**config.mk**
```make
export PLATFORM = sky130hd
export DESIGN_NAME = anagram_group_assigner
export DESIGN_NICKNAME = d
export VERILOG_FILES = /design/src/aga_pkg.sv /design/src/anagram_group_assigner.sv /design/src/aga_front.sv /design/src/aga_queue.sv /design/src/aga_back.sv
export SDC_FILE = /design/constraint.sdc
export NUM_CORES = 2
export LEC_CHECK = 0
export BUFFER_PORTS_ARGS = -buffer_cell sky130_fd_sc_hd__buf_4
export CAP_MARGIN = 20
export CORE_MARGIN = 2
export CORE_UTILIZATION = 45
export CTS_CLUSTER_DIAMETER = 80
export DETAILED_ROUTE_END_ITERATION = 12
export PLACE_DENSITY_LB_ADDON = 0.2
export SLEW_MARGIN = 20
export SYNTH_ARGS = -nofsm -noshare
export SYNTH_HDL_FRONTEND = slang
export SYNTH_SLANG_ARGS = --single-unit
```
**constraint.sdc**
```tcl
create_clock -name clk -period 16.7 [get_ports clk]
set_clock_uncertainty 0.05 [all_clocks]
set_input_delay 0.835 -clock clk [delete_from_list [all_inputs] [get_ports clk]]
set_output_delay 0.835 -clock clk [all_outputs]
set_load 0.1 [all_outputs]
```
**src/aga_pkg.sv**
```systemverilog
// ----------------------------------------------------------------------------
// aga_pkg
// shared types, codes and constants for the anagram group assigner
// ----------------------------------------------------------------------------
package aga_pkg;

    // alphabet and field widths
    localparam int ALPHABET    = 26;
    localparam int LETTER_W    = 5;
    localparam int MEMBER_W    = 8;
    localparam int GROUP_OUT_W = 4;
    localparam int STATUS_W    = 2;

    localparam logic [MEMBER_W-1:0] MEMBER_MAX = '1;

    // default sizes
    localparam int DEF_MAX_GROUPS   = 16;
    localparam int DEF_MAX_WORD_LEN = 15;

    // depth of the queue between front and back, a power of two
    localparam int QUEUE_DEPTH = 2;

    // action codes
    localparam logic ACTION_ADD   = 1'b0;
    localparam logic ACTION_CLEAR = 1'b1;

    // status codes
    localparam logic [STATUS_W-1:0] STATUS_PLACED   = 2'd0;
    localparam logic [STATUS_W-1:0] STATUS_FULL     = 2'd1;
    localparam logic [STATUS_W-1:0] STATUS_TOO_LONG = 2'd2;

    typedef struct packed {
        logic                action;
        logic [LETTER_W-1:0] letter;
        logic                last_letter;
    } in_item_t;

    typedef struct packed {
        logic [GROUP_OUT_W-1:0] group_index;
        logic                   new_group;
        logic [MEMBER_W-1:0]    member_number;
        logic [STATUS_W-1:0]    status;
    } out_item_t;

    // control part of a command handed from front to back
    typedef struct packed {
        logic clr;
        logic too_long;
    } cmd_ctrl_t;

    typedef enum logic {
        BACK_IDLE,
        BACK_SCAN
    } back_state_t;

endpackage

```
**src/anagram_group_assigner.sv**
```systemverilog
// ----------------------------------------------------------------------------
// anagram_group_assigner
// groups lowercase words by letter histogram, one letter per item
// ----------------------------------------------------------------------------
// Letters arrive one per item and the front takes one every cycle while the
// queue has room, counting them into the word histogram; a letter code above
// z counts nothing but its last-letter flag still ends the word. A finished
// word or a clear action is queued (two entries) for the back, which reads
// the open groups from the group table one per cycle while its result
// register is free, through a registered read port, and compares each whole
// signature with the word. The lookup walks the open groups in order through
// the single table read port and ends at the first match, or once every
// open group has missed. A word that ran over MAX_WORD_LEN letters, or a
// clear, is handled without a scan. Letters of the next word keep flowing
// while the back scans, until the queue fills.
// Exactly one result item comes out per finished word; a clear gives none.
// The table has no reset: only groups already opened are ever read.
// ----------------------------------------------------------------------------
module anagram_group_assigner #(
    parameter int MAX_GROUPS   = aga_pkg::DEF_MAX_GROUPS,
    parameter int MAX_WORD_LEN = aga_pkg::DEF_MAX_WORD_LEN
) (
    input  logic               clk,
    input  logic               rst_n,
    input  logic               item_valid,
    output logic               item_ready,
    input  aga_pkg::in_item_t  item,
    output logic               result_valid,
    input  logic               result_ready,
    output aga_pkg::out_item_t result
);
    import aga_pkg::*;

    // per-letter count width and signature width
    localparam int CNT_W  = $clog2(MAX_WORD_LEN + 1);
    localparam int SIG_W  = ALPHABET * CNT_W;
    localparam int CTRL_W = $bits(cmd_ctrl_t);
    localparam int CMD_W  = CTRL_W + SIG_W;

    // front to queue
    logic             push_valid;
    logic             push_ready;
    cmd_ctrl_t        push_ctrl;
    logic [SIG_W-1:0] push_hist;

    // queue to back
    logic             pop_valid;
    logic             pop_ready;
    logic [CMD_W-1:0] pop_data;
    cmd_ctrl_t        pop_ctrl;

    assign pop_ctrl = cmd_ctrl_t'(pop_data[SIG_W +: CTRL_W]);

    // letter counting and word framing
    aga_front #(
        .MAX_WORD_LEN (MAX_WORD_LEN),
        .CNT_W        (CNT_W),
        .SIG_W        (SIG_W)
    ) u_front (
        .clk        (clk),
        .rst_n      (rst_n),
        .item_valid (item_valid),
        .item_ready (item_ready),
        .item       (item),
        .cmd_valid  (push_valid),
        .cmd_ready  (push_ready),
        .cmd_ctrl   (push_ctrl),
        .cmd_hist   (push_hist)
    );

    // decouples the letter stream from the group scan
    aga_queue #(
        .DATA_W (CMD_W),
        .DEPTH  (QUEUE_DEPTH)
    ) u_queue (
        .clk      (clk),
        .rst_n    (rst_n),
        .wr_valid (push_valid),
        .wr_ready (push_ready),
        .wr_data  ({push_ctrl, push_hist}),
        .rd_valid (pop_valid),
        .rd_ready (pop_ready),
        .rd_data  (pop_data)
    );

    // group scan, table update and result register
    aga_back #(
        .MAX_GROUPS   (MAX_GROUPS),
        .MAX_WORD_LEN (MAX_WORD_LEN),
        .CNT_W        (CNT_W),
        .SIG_W        (SIG_W)
    ) u_back (
        .clk          (clk),
        .rst_n        (rst_n),
        .cmd_valid    (pop_valid),
        .cmd_ready    (pop_ready),
        .cmd_ctrl     (pop_ctrl),
        .cmd_hist     (pop_data[SIG_W-1:0]),
        .result_valid (result_valid),
        .result_ready (result_ready),
        .result       (result)
    );

endmodule

```
**src/aga_front.sv**
```systemverilog
// ----------------------------------------------------------------------------
// aga_front
// accepts letter items, builds the word histogram and hands finished words
// and clear commands to the queue
// ----------------------------------------------------------------------------
module aga_front #(
    parameter int MAX_WORD_LEN = aga_pkg::DEF_MAX_WORD_LEN,
    parameter int CNT_W        = $clog2(MAX_WORD_LEN + 1),
    parameter int SIG_W        = aga_pkg::ALPHABET * CNT_W
) (
    input  logic               clk,
    input  logic               rst_n,
    input  logic               item_valid,
    output logic               item_ready,
    input  aga_pkg::in_item_t  item,
    output logic               cmd_valid,
    input  logic               cmd_ready,
    output aga_pkg::cmd_ctrl_t cmd_ctrl,
    output logic [SIG_W-1:0]   cmd_hist
);
    import aga_pkg::*;

    localparam int LEN_W = $clog2(MAX_WORD_LEN + 2);

    logic [CNT_W-1:0] hist_reg  [ALPHABET];
    logic [CNT_W-1:0] hist_upd  [ALPHABET];
    logic [CNT_W-1:0] hist_next [ALPHABET];
    logic [LEN_W-1:0] len_reg;
    logic [LEN_W-1:0] len_upd;
    logic [LEN_W-1:0] len_next;
    logic             in_range;
    logic             word_end;
    logic             accept;

    assign item_ready = cmd_ready;
    assign accept     = item_valid && item_ready;
    assign in_range   = item.letter < LETTER_W'(ALPHABET);
    assign word_end   = (item.action == ACTION_CLEAR) || item.last_letter;
    assign cmd_valid  = item_valid && word_end;

    always_comb
    begin
        for (int i = 0; i < ALPHABET; i++)
        begin
            hist_upd[i] = hist_reg[i];
            if (in_range && (item.letter == LETTER_W'(i)) &&
                (len_reg < LEN_W'(MAX_WORD_LEN)))
            begin
                hist_upd[i] = hist_reg[i] + CNT_W'(1);
            end
        end
        len_upd = len_reg;
        if (in_range && (len_reg <= LEN_W'(MAX_WORD_LEN)))
        begin
            len_upd = len_reg + LEN_W'(1);
        end
    end

    // word state is dropped on a clear or after the last letter
    always_comb
    begin
        for (int i = 0; i < ALPHABET; i++)
        begin
            hist_next[i] = word_end ? '0 : hist_upd[i];
            cmd_hist[i*CNT_W +: CNT_W] = hist_upd[i];
        end
        len_next          = word_end ? '0 : len_upd;
        cmd_ctrl.clr      = (item.action == ACTION_CLEAR);
        cmd_ctrl.too_long = (len_upd > LEN_W'(MAX_WORD_LEN));
    end

    always_ff @(posedge clk or negedge rst_n)
    begin
        if (!rst_n)
        begin
            for (int i = 0; i < ALPHABET; i++)
            begin
                hist_reg[i] <= '0;
            end
            len_reg <= '0;
        end
        else if (accept)
        begin
            for (int i = 0; i < ALPHABET; i++)
            begin
                hist_reg[i] <= hist_next[i];
            end
            len_reg <= len_next;
        end
    end

endmodule

```
**src/aga_queue.sv**
```systemverilog
// ----------------------------------------------------------------------------
// aga_queue
// small first-in first-out queue of commands between front and back
// ----------------------------------------------------------------------------
module aga_queue #(
    parameter int DATA_W = 8,
    parameter int DEPTH  = aga_pkg::QUEUE_DEPTH
) (
    input  logic              clk,
    input  logic              rst_n,
    input  logic              wr_valid,
    output logic              wr_ready,
    input  logic [DATA_W-1:0] wr_data,
    output logic              rd_valid,
    input  logic              rd_ready,
    output logic [DATA_W-1:0] rd_data
);
    localparam int PTR_W = (DEPTH > 1) ? $clog2(DEPTH) : 1;
    localparam int CNT_W = $clog2(DEPTH + 1);

    logic [DATA_W-1:0] slot_reg [DEPTH];
    logic [PTR_W-1:0]  wr_ptr_reg;
    logic [PTR_W-1:0]  wr_ptr_next;
    logic [PTR_W-1:0]  rd_ptr_reg;
    logic [PTR_W-1:0]  rd_ptr_next;
    logic [CNT_W-1:0]  count_reg;
    logic [CNT_W-1:0]  count_next;
    logic              push;
    logic              pop;

    assign wr_ready = (count_reg != CNT_W'(DEPTH));
    assign rd_valid = (count_reg != '0);
    assign rd_data  = slot_reg[rd_ptr_reg];
    assign push     = wr_valid && wr_ready;
    assign pop      = rd_valid && rd_ready;

    always_comb
    begin
        wr_ptr_next = push ? wr_ptr_reg + PTR_W'(1) : wr_ptr_reg;
        rd_ptr_next = pop ? rd_ptr_reg + PTR_W'(1) : rd_ptr_reg;
        count_next  = count_reg;
        if (push && !pop)
        begin
            count_next = count_reg + CNT_W'(1);
        end
        else if (pop && !push)
        begin
            count_next = count_reg - CNT_W'(1);
        end
    end

    always_ff @(posedge clk or negedge rst_n)
    begin
        if (!rst_n)
        begin
            wr_ptr_reg <= '0;
            rd_ptr_reg <= '0;
            count_reg  <= '0;
        end
        else
        begin
            wr_ptr_reg <= wr_ptr_next;
            rd_ptr_reg <= rd_ptr_next;
            count_reg  <= count_next;
        end
    end

    always_ff @(posedge clk)
    begin
        if (push)
        begin
            slot_reg[wr_ptr_reg] <= wr_data;
        end
    end

endmodule

```
**src/aga_back.sv**
```systemverilog
// ----------------------------------------------------------------------------
// aga_back
// scans the group table for the word at the queue head, updates the table
// and registers the result item
// ----------------------------------------------------------------------------
module aga_back #(
    parameter int MAX_GROUPS   = aga_pkg::DEF_MAX_GROUPS,
    parameter int MAX_WORD_LEN = aga_pkg::DEF_MAX_WORD_LEN,
    parameter int CNT_W        = $clog2(MAX_WORD_LEN + 1),
    parameter int SIG_W        = aga_pkg::ALPHABET * CNT_W
) (
    input  logic               clk,
    input  logic               rst_n,
    input  logic               cmd_valid,
    output logic               cmd_ready,
    input  aga_pkg::cmd_ctrl_t cmd_ctrl,
    input  logic [SIG_W-1:0]   cmd_hist,
    output logic               result_valid,
    input  logic               result_ready,
    output aga_pkg::out_item_t result
);
    import aga_pkg::*;

    localparam int GRP_W  = $clog2(MAX_GROUPS);
    localparam int USED_W = $clog2(MAX_GROUPS + 1);
    localparam int ROW_W  = MEMBER_W + SIG_W;

    // each row holds the member count above the signature
    logic [ROW_W-1:0]    table_mem [MAX_GROUPS];
    logic [ROW_W-1:0]    rdata_reg;

    back_state_t         state_reg;
    back_state_t         state_next;
    logic [USED_W-1:0]   used_reg;
    logic [USED_W-1:0]   used_next;
    logic [USED_W-1:0]   addr_reg;
    logic [USED_W-1:0]   addr_next;
    logic                pend_reg;
    logic                pend_next;
    logic [GRP_W-1:0]    pidx_reg;
    logic [GRP_W-1:0]    pidx_next;
    logic                res_valid_reg;
    logic                res_valid_next;
    out_item_t           res_reg;
    out_item_t           res_next;

    logic                out_free;
    logic                rd_en;
    logic                wr_en;
    logic [GRP_W-1:0]    wr_addr;
    logic [ROW_W-1:0]    wr_row;
    logic [MEMBER_W-1:0] hit_count;
    logic                sig_match;

    assign out_free     = !res_valid_reg || result_ready;
    assign hit_count    = rdata_reg[SIG_W +: MEMBER_W];
    assign sig_match    = (rdata_reg[SIG_W-1:0] == cmd_hist);
    assign result_valid = res_valid_reg;
    assign result       = res_reg;

    always_comb
    begin
        state_next     = state_reg;
        used_next      = used_reg;
        addr_next      = addr_reg;
        pend_next      = pend_reg;
        pidx_next      = pidx_reg;
        res_valid_next = result_ready ? 1'b0 : res_valid_reg;
        res_next       = res_reg;
        cmd_ready      = 1'b0;
        rd_en          = 1'b0;
        wr_en          = 1'b0;
        wr_addr        = pidx_reg;
        wr_row         = {hit_count, rdata_reg[SIG_W-1:0]};

        unique case (state_reg)
            BACK_IDLE:
            begin
                if (cmd_valid && out_free)
                begin
                    if (cmd_ctrl.clr)
                    begin
                        cmd_ready = 1'b1;
                        used_next = '0;
                    end
                    else if (cmd_ctrl.too_long)
                    begin
                        cmd_ready      = 1'b1;
                        res_valid_next = 1'b1;
                        res_next       = '{group_index: '0, new_group: 1'b0,
                                           member_number: '0,
                                           status: STATUS_TOO_LONG};
                    end
                    else
                    begin
                        addr_next  = '0;
                        pend_next  = 1'b0;
                        state_next = BACK_SCAN;
                    end
                end
            end

            BACK_SCAN:
            begin
                if (out_free)
                begin
                    if (pend_reg && sig_match)
                    begin
                        // join the matching group
                        cmd_ready      = 1'b1;
                        wr_en          = 1'b1;
                        wr_addr        = pidx_reg;
                        wr_row         = {(hit_count == MEMBER_MAX) ? hit_count
                                                    : hit_count + MEMBER_W'(1),
                                          rdata_reg[SIG_W-1:0]};
                        res_valid_next = 1'b1;
                        res_next       = '{group_index: GROUP_OUT_W'(pidx_reg),
                                           new_group: 1'b0,
                                           member_number: hit_count,
                                           status: STATUS_PLACED};
                        state_next     = BACK_IDLE;
                    end
                    else if (!pend_reg && (addr_reg >= used_reg))
                    begin
                        // no match among the open groups
                        cmd_ready      = 1'b1;
                        res_valid_next = 1'b1;
                        state_next     = BACK_IDLE;
                        if (used_reg < USED_W'(MAX_GROUPS))
                        begin
                            wr_en     = 1'b1;
                            wr_addr   = used_reg[GRP_W-1:0];
                            wr_row    = {MEMBER_W'(1), cmd_hist};
                            used_next = used_reg + USED_W'(1);
                            res_next  = '{group_index: GROUP_OUT_W'(used_reg),
                                          new_group: 1'b1,
                                          member_number: '0,
                                          status: STATUS_PLACED};
                        end
                        else
                        begin
                            res_next = '{group_index: '0, new_group: 1'b0,
                                         member_number: '0,
                                         status: STATUS_FULL};
                        end
                    end
                    else
                    begin
                        // read the next open group while comparing this one
                        rd_en     = (addr_reg < used_reg);
                        pend_next = rd_en;
                        pidx_next = addr_reg[GRP_W-1:0];
                        if (rd_en)
                        begin
                            addr_next = addr_reg + USED_W'(1);
                        end
                    end
                end
            end

            default:
            begin
                state_next = BACK_IDLE;
            end
        endcase
    end

    always_ff @(posedge clk or negedge rst_n)
    begin
        if (!rst_n)
        begin
            state_reg     <= BACK_IDLE;
            used_reg      <= '0;
            addr_reg      <= '0;
            pend_reg      <= 1'b0;
            pidx_reg      <= '0;
            res_valid_reg <= 1'b0;
        end
        else
        begin
            state_reg     <= state_next;
            used_reg      <= used_next;
            addr_reg      <= addr_next;
            pend_reg      <= pend_next;
            pidx_reg      <= pidx_next;
            res_valid_reg <= res_valid_next;
        end
    end

    always_ff @(posedge clk)
    begin
        res_reg <= res_next;
    end

    // group table, one write and one registered read a cycle
    always_ff @(posedge clk)
    begin
        if (wr_en)
        begin
            table_mem[wr_addr] <= wr_row;
        end
        if (rd_en)
        begin
            rdata_reg <= table_mem[addr_reg[GRP_W-1:0]];
        end
    end

endmodule
```
# After elaboration in Yosys (flattened, before gate mapping)

Memory sizes are Yosys's and may differ from the RTL's. A register that Yosys moved wholly into a read port is not among the register bits.
Index checks and enable logic that the tools add are counted.

Add/sub/neg operators: 34
Order comparisons: 7
Eq/ne operators: 40
Mux-type cells: 132
Bitwise logic cells: 3
Reduce and logical (&&, ||, !) cells: 76

Operators with widths:

| kind                                                                   | count |
|---|---|
| 112-bit 2-to-1 mux                                                     | 5 |
| 4-bit 2-to-1 mux                                                       | 57 |
| 15-bit 2-to-1 mux                                                      | 7 |
| 4-bit by 1-bit adder with 4-bit output (second input constant)         | 26 |
| 104-bit equality test                                                  | 1 |
| 5-bit 2-to-1 mux                                                       | 15 |
| 1-bit logical AND                                                      | 62 |
| 5-bit equality test (second input constant)                            | 10 |
| 5-bit by 4-bit equality test with 1-bit output (second input constant) | 8 |
| 1-bit 2-to-1 mux                                                       | 38 |
| 15-bit case mux with 2 select lines                                    | 1 |
| 2-bit != test (second input constant)                                  | 11 |
| 5-bit by 3-bit equality test with 1-bit output (second input constant) | 4 |
| 5-bit case mux with 2 select lines                                     | 2 |
| 5-bit by 1-bit adder with 5-bit output (second input constant)         | 3 |
| 6-bit AND reduction                                                    | 2 |
| 5-bit by 2-bit equality test with 1-bit output (second input constant) | 2 |
| 5-bit less-than comparator (second input constant)                     | 2 |
| 8-bit by 1-bit adder with 8-bit output (second input constant)         | 1 |
| 8-bit equality test (second input constant)                            | 1 |
| 8-bit 2-to-1 mux                                                       | 1 |
| 1-bit case mux with 2 select lines                                     | 4 |
| 7-bit AND reduction                                                    | 1 |
| 5-bit by 1-bit equality test with 1-bit output (second input constant) | 1 |
| other kinds (18)                                                       | 27 |

Flip-flop bits (word level): 145
Memory bits (writable): 2004
Logic and storage cells: 334
Memories kept: 2

Memories:

| name             | words | bits a word | read ports | clocked after Yosys merged registers in | write ports | RTL line        | RTL |
|---|---|---|---|---|---|---|---|
| u_back.table_mem | 16    | 112         | 1          | 1                                       | 1           | aga_back.sv:29  | `logic [ROW_W-1:0] table_mem [MAX_GROUPS];` |
| u_queue.slot_reg | 2     | 106         | 1          | 0                                       | 1           | aga_queue.sv:21 | `logic [DATA_W-1:0] slot_reg [DEPTH];` |

# Longest topological paths before layout

Depth in word-level cells: 10
Depth in mapped cells: 16

# Hierarchy

Synthesis repeated with hierarchy kept, for this count alone.

Cells, all modules: 4507
Area, all modules: 90314.1 um2

Modules (own cells, without submodules):

| module    | instances | cells an instance | area an instance (um2) |
|---|---|---|---|
| aga_back  | 1         | 3409              | 75376.0 |
| aga_queue | 1         | 348               | 7957.6 |
| aga_front | 1         | 750               | 6980.4 |

# Worst setup path after synthesis

Ideal clock, no wire load.

Kind: register -> register
Start point: register u_queue.count_reg[0]
End point: memory u_queue.slot_reg[0][0] (netlist name) (enable)
Library setup time: 0.700 ns
Arrival: 9.040 ns
Required time: 15.950 ns
Setup slack: 6.909 ns
Cell stages (with the launch flop): 6
Buffers on the path: 2
Cell sequence: dfrtp_1 > nand2b_1 > nand2_1 > clkbuf_1 > clkbuf_1 > nor3_1

Cells in the longest elaborated chain, start to end: 4

RTL lines:

| element                                | RTL line                     | RTL |
|---|---|---|
| start, declared                        | aga_queue.sv:26              | `logic [CNT_W-1:0] count_reg;` |
| start signal, assigned                 | aga_queue.sv:64              | `count_reg <= count_next;` |
| 2-bit != test                          | aga_queue.sv:31              | `assign wr_ready = (count_reg != CNT_W'(DEPTH));` |
| named net item_ready                   | anagram_group_assigner.sv:26 | `output logic item_ready,` |
| 1-bit logical AND                      | aga_queue.sv:34              | `assign push = wr_valid && wr_ready;` |
| 1-bit 2-to-1 mux                       | aga_queue.sv:70              | `if (push)` |
| 1-bit 2-to-1 mux (not written as such) | aga_queue.sv:72              | `slot_reg[wr_ptr_reg] <= wr_data;` |
| end, declared                          | aga_queue.sv:21              |  |

The timed path passes the listed nets, and every way through them passes these cells.

# Worst setup path in the final report

Start point: register u_queue.rd_ptr_reg
End point: memory u_back.table_mem[2][45] (netlist name) (enable)

Cells in the longest elaborated chain, start to end: 8
Elaborated cells between the ends (all ways): 11
Classes of those cells: 1 x eq/ne; 8 x mux; 1 x reduce/logical; 1 x memory

RTL lines:

| element                                | RTL line        | RTL |
|---|---|---|
| start, declared                        | aga_queue.sv:24 | `logic [PTR_W-1:0] rd_ptr_reg;` |
| start signal, assigned                 | aga_queue.sv:63 | `rd_ptr_reg <= rd_ptr_next;` |
| memory 2 x 106 bit (*)                 | n/a             |  |
| 104-bit equality test (*)              | aga_back.sv:57  | `assign sig_match = (rdata_reg[SIG_W-1:0] == cmd_hist);` |
| 1-bit logical AND (*)                  | aga_back.sv:107 | `if (pend_reg && sig_match)` |
| 1-bit 2-to-1 mux                       | aga_back.sv:107 |  |
| 1-bit 2-to-1 mux                       | aga_back.sv:105 | `if (out_free)` |
| 1-bit 2-to-1 mux                       | aga_back.sv:76  | `unique case (state_reg)` |
| 1-bit 2-to-1 mux                       | aga_back.sv:198 | `if (wr_en)` |
| 1-bit 2-to-1 mux (not written as such) | aga_back.sv:200 | `table_mem[wr_addr] <= wr_row;` |
| end, declared                          | aga_back.sv:29  |  |

Every way passes the cells marked *; elsewhere a longest branch is shown, timed or not.

==> qor.yml <==
outcome:
  status: "completed"
layout:
  nets: 4439
  seqCellArea_mm2: 0.0673
  multi_input_area_mm2: 0.0204
  largest_register_ff_count: 1792
  syn_to_final_growth_pct: 13.0
  drive_gt1_share_pct: 25.0
  fillCellCount: 15400
clock_network:
  tritoncts: "built"
  cts.clk_slew.worst_paths_ns: 0.06
  htree_levels: 4
  worstSkewPairLatency_ns: 0.86
  cts-buffers-inserted: 223
  cts_sinks: 2261
  ctsResizeCount: 0
  cts_root_buf: "clkbuf_16"
  clock_path_buffers: 3
  post_cts_buffers: 0
  ctsHoldBuffers: 1
floorplanning:
  core_area_mm2: 0.195
  chipWidth_um: 447
  fp.dieH_um: 447
  dieArea_mm2: 0.200
  num_io_pins: 28
  initial_utilization_pct: 45.3
  num_rows: 162
global_route:
  grt_overflow: 0
  grt_pass1_vias: 42400
  grt_pass1_wl_mm: 304
  grt_start_max_net_pins: 143
  antenna_found_initial: 11
  grt_usage_pct: 21.2
synthesis:
  yosys_warnings: 0
  synth_area_leaders: "edfxtp_1 (72%), mux4_2 (14%), dfrtp_1 (3.7%)"
  synth.ff_latch_count: 2261
  yosysMostFrequentCell: "edfxtp_1"
  ys_async_sr_fraction_pct: 5.75
  yosysTopAreaCell: "edfxtp_1"
  syn_area_per_cell_um2: 21.1
  synth_cells: 4184
  synth_top_area_share_pct: 72.4
  synth_edf_count: 2131
  synth_area_mm2: 0.0884
  synth-main-ff-cell: "edfxtp_1"
  synth.distinct_cells: 64
  synth_seq_area_share_pct: 76.1
  synthesis.nets: 4232
  synthTopCellsByCount: "edfxtp_1 (2131), mux4_2 (560), nand2_1 (212), clkbuf_1 (150), xnor2_1 (150)"
sta:
  final_max_slew_viol_count: 0
  final.min_clock_period_ns: 7.30
  whs_ns: 0.234
  tightest_slew_ns: 1.13
  fin_crit_sh_pct: 43.7
  setup_violations: 0
  rsz0062_at_grt: "false"
  hold_viol: 0
  relSlewSlack_pct: 24.5
  fin_setup_tns_ns: 0
  fmax_ghz: 0.137
min_path:
  worstHoldStart: "item[6]"
  worstHoldPathType: "input port to flop"
  min_to: "u_queue.slot_reg[0][105]$_DFFE_PP_"
  hold_depth: 1
setup_path:
  critPathTopFamily: "buffers and inverters"
  path_class: "flop to flop"
  crit_chain: "buf_4 > buf_4 > mux2i_1 > xnor2_1 > nor4_1 > nand4_1 > nor4_4 > nand3b_1 > a21oi_1 > and2_4 > buf_4 > buf_4"
  worstSetupEndpointType: "flop"
  rr_worst_depth: 12
  crit_path_start_kind: "flop"
  reg2reg_to: "u_back.table_mem[2][45]$_DFFE_PP_"
  critical_path_depth: 12
  crit_fanout: 47
  cpMaxStageDelayCell: "dfrtp_4"
  crit_required_ns: 17.13
  cp_slowest_stage_delay_ns: 0.83
  critPathArrivalTime_ns: 7.73
  r2r-start: "u_queue.rd_ptr_reg$_DFFE_PN0P_"
  critPathBufInv: 4
  cpMostUsedCell: "buf_4"
  rrSetupSlack_ns: 9.40
power:
  power_frac_comb_pct: 15.6
  power_density_mw_per_mm2: 141
  p_int_mw: 10.5
  power_mw: 14.1
  power_frac_seq_pct: 49.0
  power_frac_clock_pct: 35.4
  max-vdd-ir-drop_uv: 98.9
  cellLeakagePower_nw: 32.0
  switching_power_mw: 3.63
  p_sw_share_pct: 25.7
placed_design:
  dp.final_hpwl_mm: 118
  globalplace.congestion: 0.832
  port_buffers: 27
drt:
  ant_nets: 0
  vias: 42100
  drcViolationCount: 0
  viasPerCell: 5.83
  first_pass_iters: 6
  wire_per_inst_um: 29.1
  finalWirelength_mm: 210
  first_iter_violations: 4547
job:
  drv_cap: 0
[worst register-to-register path, stage by stage, from the launching register on]
cell      delay (ns)
dfrtp_4         0.83
buf_4           0.57
buf_4           0.61
mux2i_1         0.40
xnor2_1         0.10
nor4_1          0.43
nand4_1         0.36
nor4_4          0.73
nand3b_1        0.18
a21oi_1         0.34
and2_4          0.78
buf_4           0.82
buf_4           0.70
[per-stage QoR]
| stage | instances | setup slack [ns] | area [um2] | util [%] |
|---|---|---|---|---|
| 2_1_floorplan | 4184 | 6.91 | 88400 | - |
| 3_3_place_gp | 6784 | 9.42 | 92400 | 47.4 |
| 3_5_place_dp | 6786 | 9.36 | 92400 | 47.4 |
| 4_1_cts | 7204 | 9.34 | 99700 | 51.2 |
| 5_1_grt | 7209 | 9.02 | 99900 | 51.2 |
| 6_report | 7211 | 9.40 | 99900 | 51.2 |
[cells by family (layout without fill, tap and decap cells)]
kind of cell	after synthesis	after routing	synth area share, %
flip-flops	2261	2261	76.1
AO/OA/AOI/OAI	320	320	2.39
buffers and inverters	222	621	1.01
XOR/XNOR	178	178	1.76
multiplexers	684	684	15.7
AND/OR/NAND/NOR	482	482	2.54
other	0	4	0
adder cells (fa/ha/maj)	37	37	0.524
[power by group through the flow]
stage                     Sequential [mW]  Combinational [mW]  Clock, mW
after floorplan                      7.12                1.37          0
after global placement               7.03                2.19          0
after detailed placement             7.03                2.22          0
after CTS                            6.91                2.23       5.09
after global routing                 6.93                2.36       5.31
final                                6.91                2.20       5.00
[metal layers]
metal,part of all wire [%],track usage [%]
met1,43,30.5
met2,47,33.0
met3,6.3,3.80
met4,3.0,6.57
met5,0.0062,0
[worst max-delay path by stage]
stage                                                   end  slack [ns]                        startpoint
after floorplan            u_queue.slot_reg[0][0]$_DFFE_PP_        6.91  u_queue.count_reg[0]$_DFFE_PN0P_
after global placement    u_back.table_mem[2][63]$_DFFE_PP_        9.42    u_queue.rd_ptr_reg$_DFFE_PN0P_
after detailed placement  u_back.table_mem[2][63]$_DFFE_PP_        9.36    u_queue.rd_ptr_reg$_DFFE_PN0P_
after CTS                 u_back.table_mem[2][98]$_DFFE_PP_        9.34    u_queue.rd_ptr_reg$_DFFE_PN0P_
after global routing      u_back.table_mem[2][98]$_DFFE_PP_        9.02    u_queue.rd_ptr_reg$_DFFE_PN0P_
final                     u_back.table_mem[2][45]$_DFFE_PP_        9.40    u_queue.rd_ptr_reg$_DFFE_PN0P_
[layout make-up]
cell class                 count  area share (%)
multi-input combinational   1701            20.5
clock inverter               133            1.33
sequential                  2261            67.4
antenna                        4          0.0100
inverter                      22          0.0902
tap                         2624            3.29
timing repair buffer         182            1.48
clock buffer                 284            5.98
[placed cells by master (no fill, tap or decap), types with 19 or more instances in the layout]
master / synthesis / layout
a22o_1: 79 / 79
mux4_2: 560 / 560
nor2_1: 78 / 77
nand4_1: 32 / 32
mux2i_1: 105 / 105
bufinv_16: 0 / 23
o21ai_0: 147 / 115
inv_1: 21 / 21
ha_1: 37 / 37
a21oi_1: 22 / 22
xor2_1: 28 / 28
edfxtp_1: 2131 / 2131
clkinv_2: 0 / 44
nand2_1: 212 / 210
clkbuf_1: 150 / 48
xnor2_1: 150 / 150
dfrtp_1: 130 / 126
buf_4: 2 / 172
nor4_1: 35 / 33
clkbuf_16: 0 / 226
mux2_2: 19 / 19
clkinv_1: 1 / 44
nor3_1: 22 / 19
o21ai_2: 0 / 20
nand3_1: 41 / 40
Note: power is estimated with default switching activity, not from simulation.
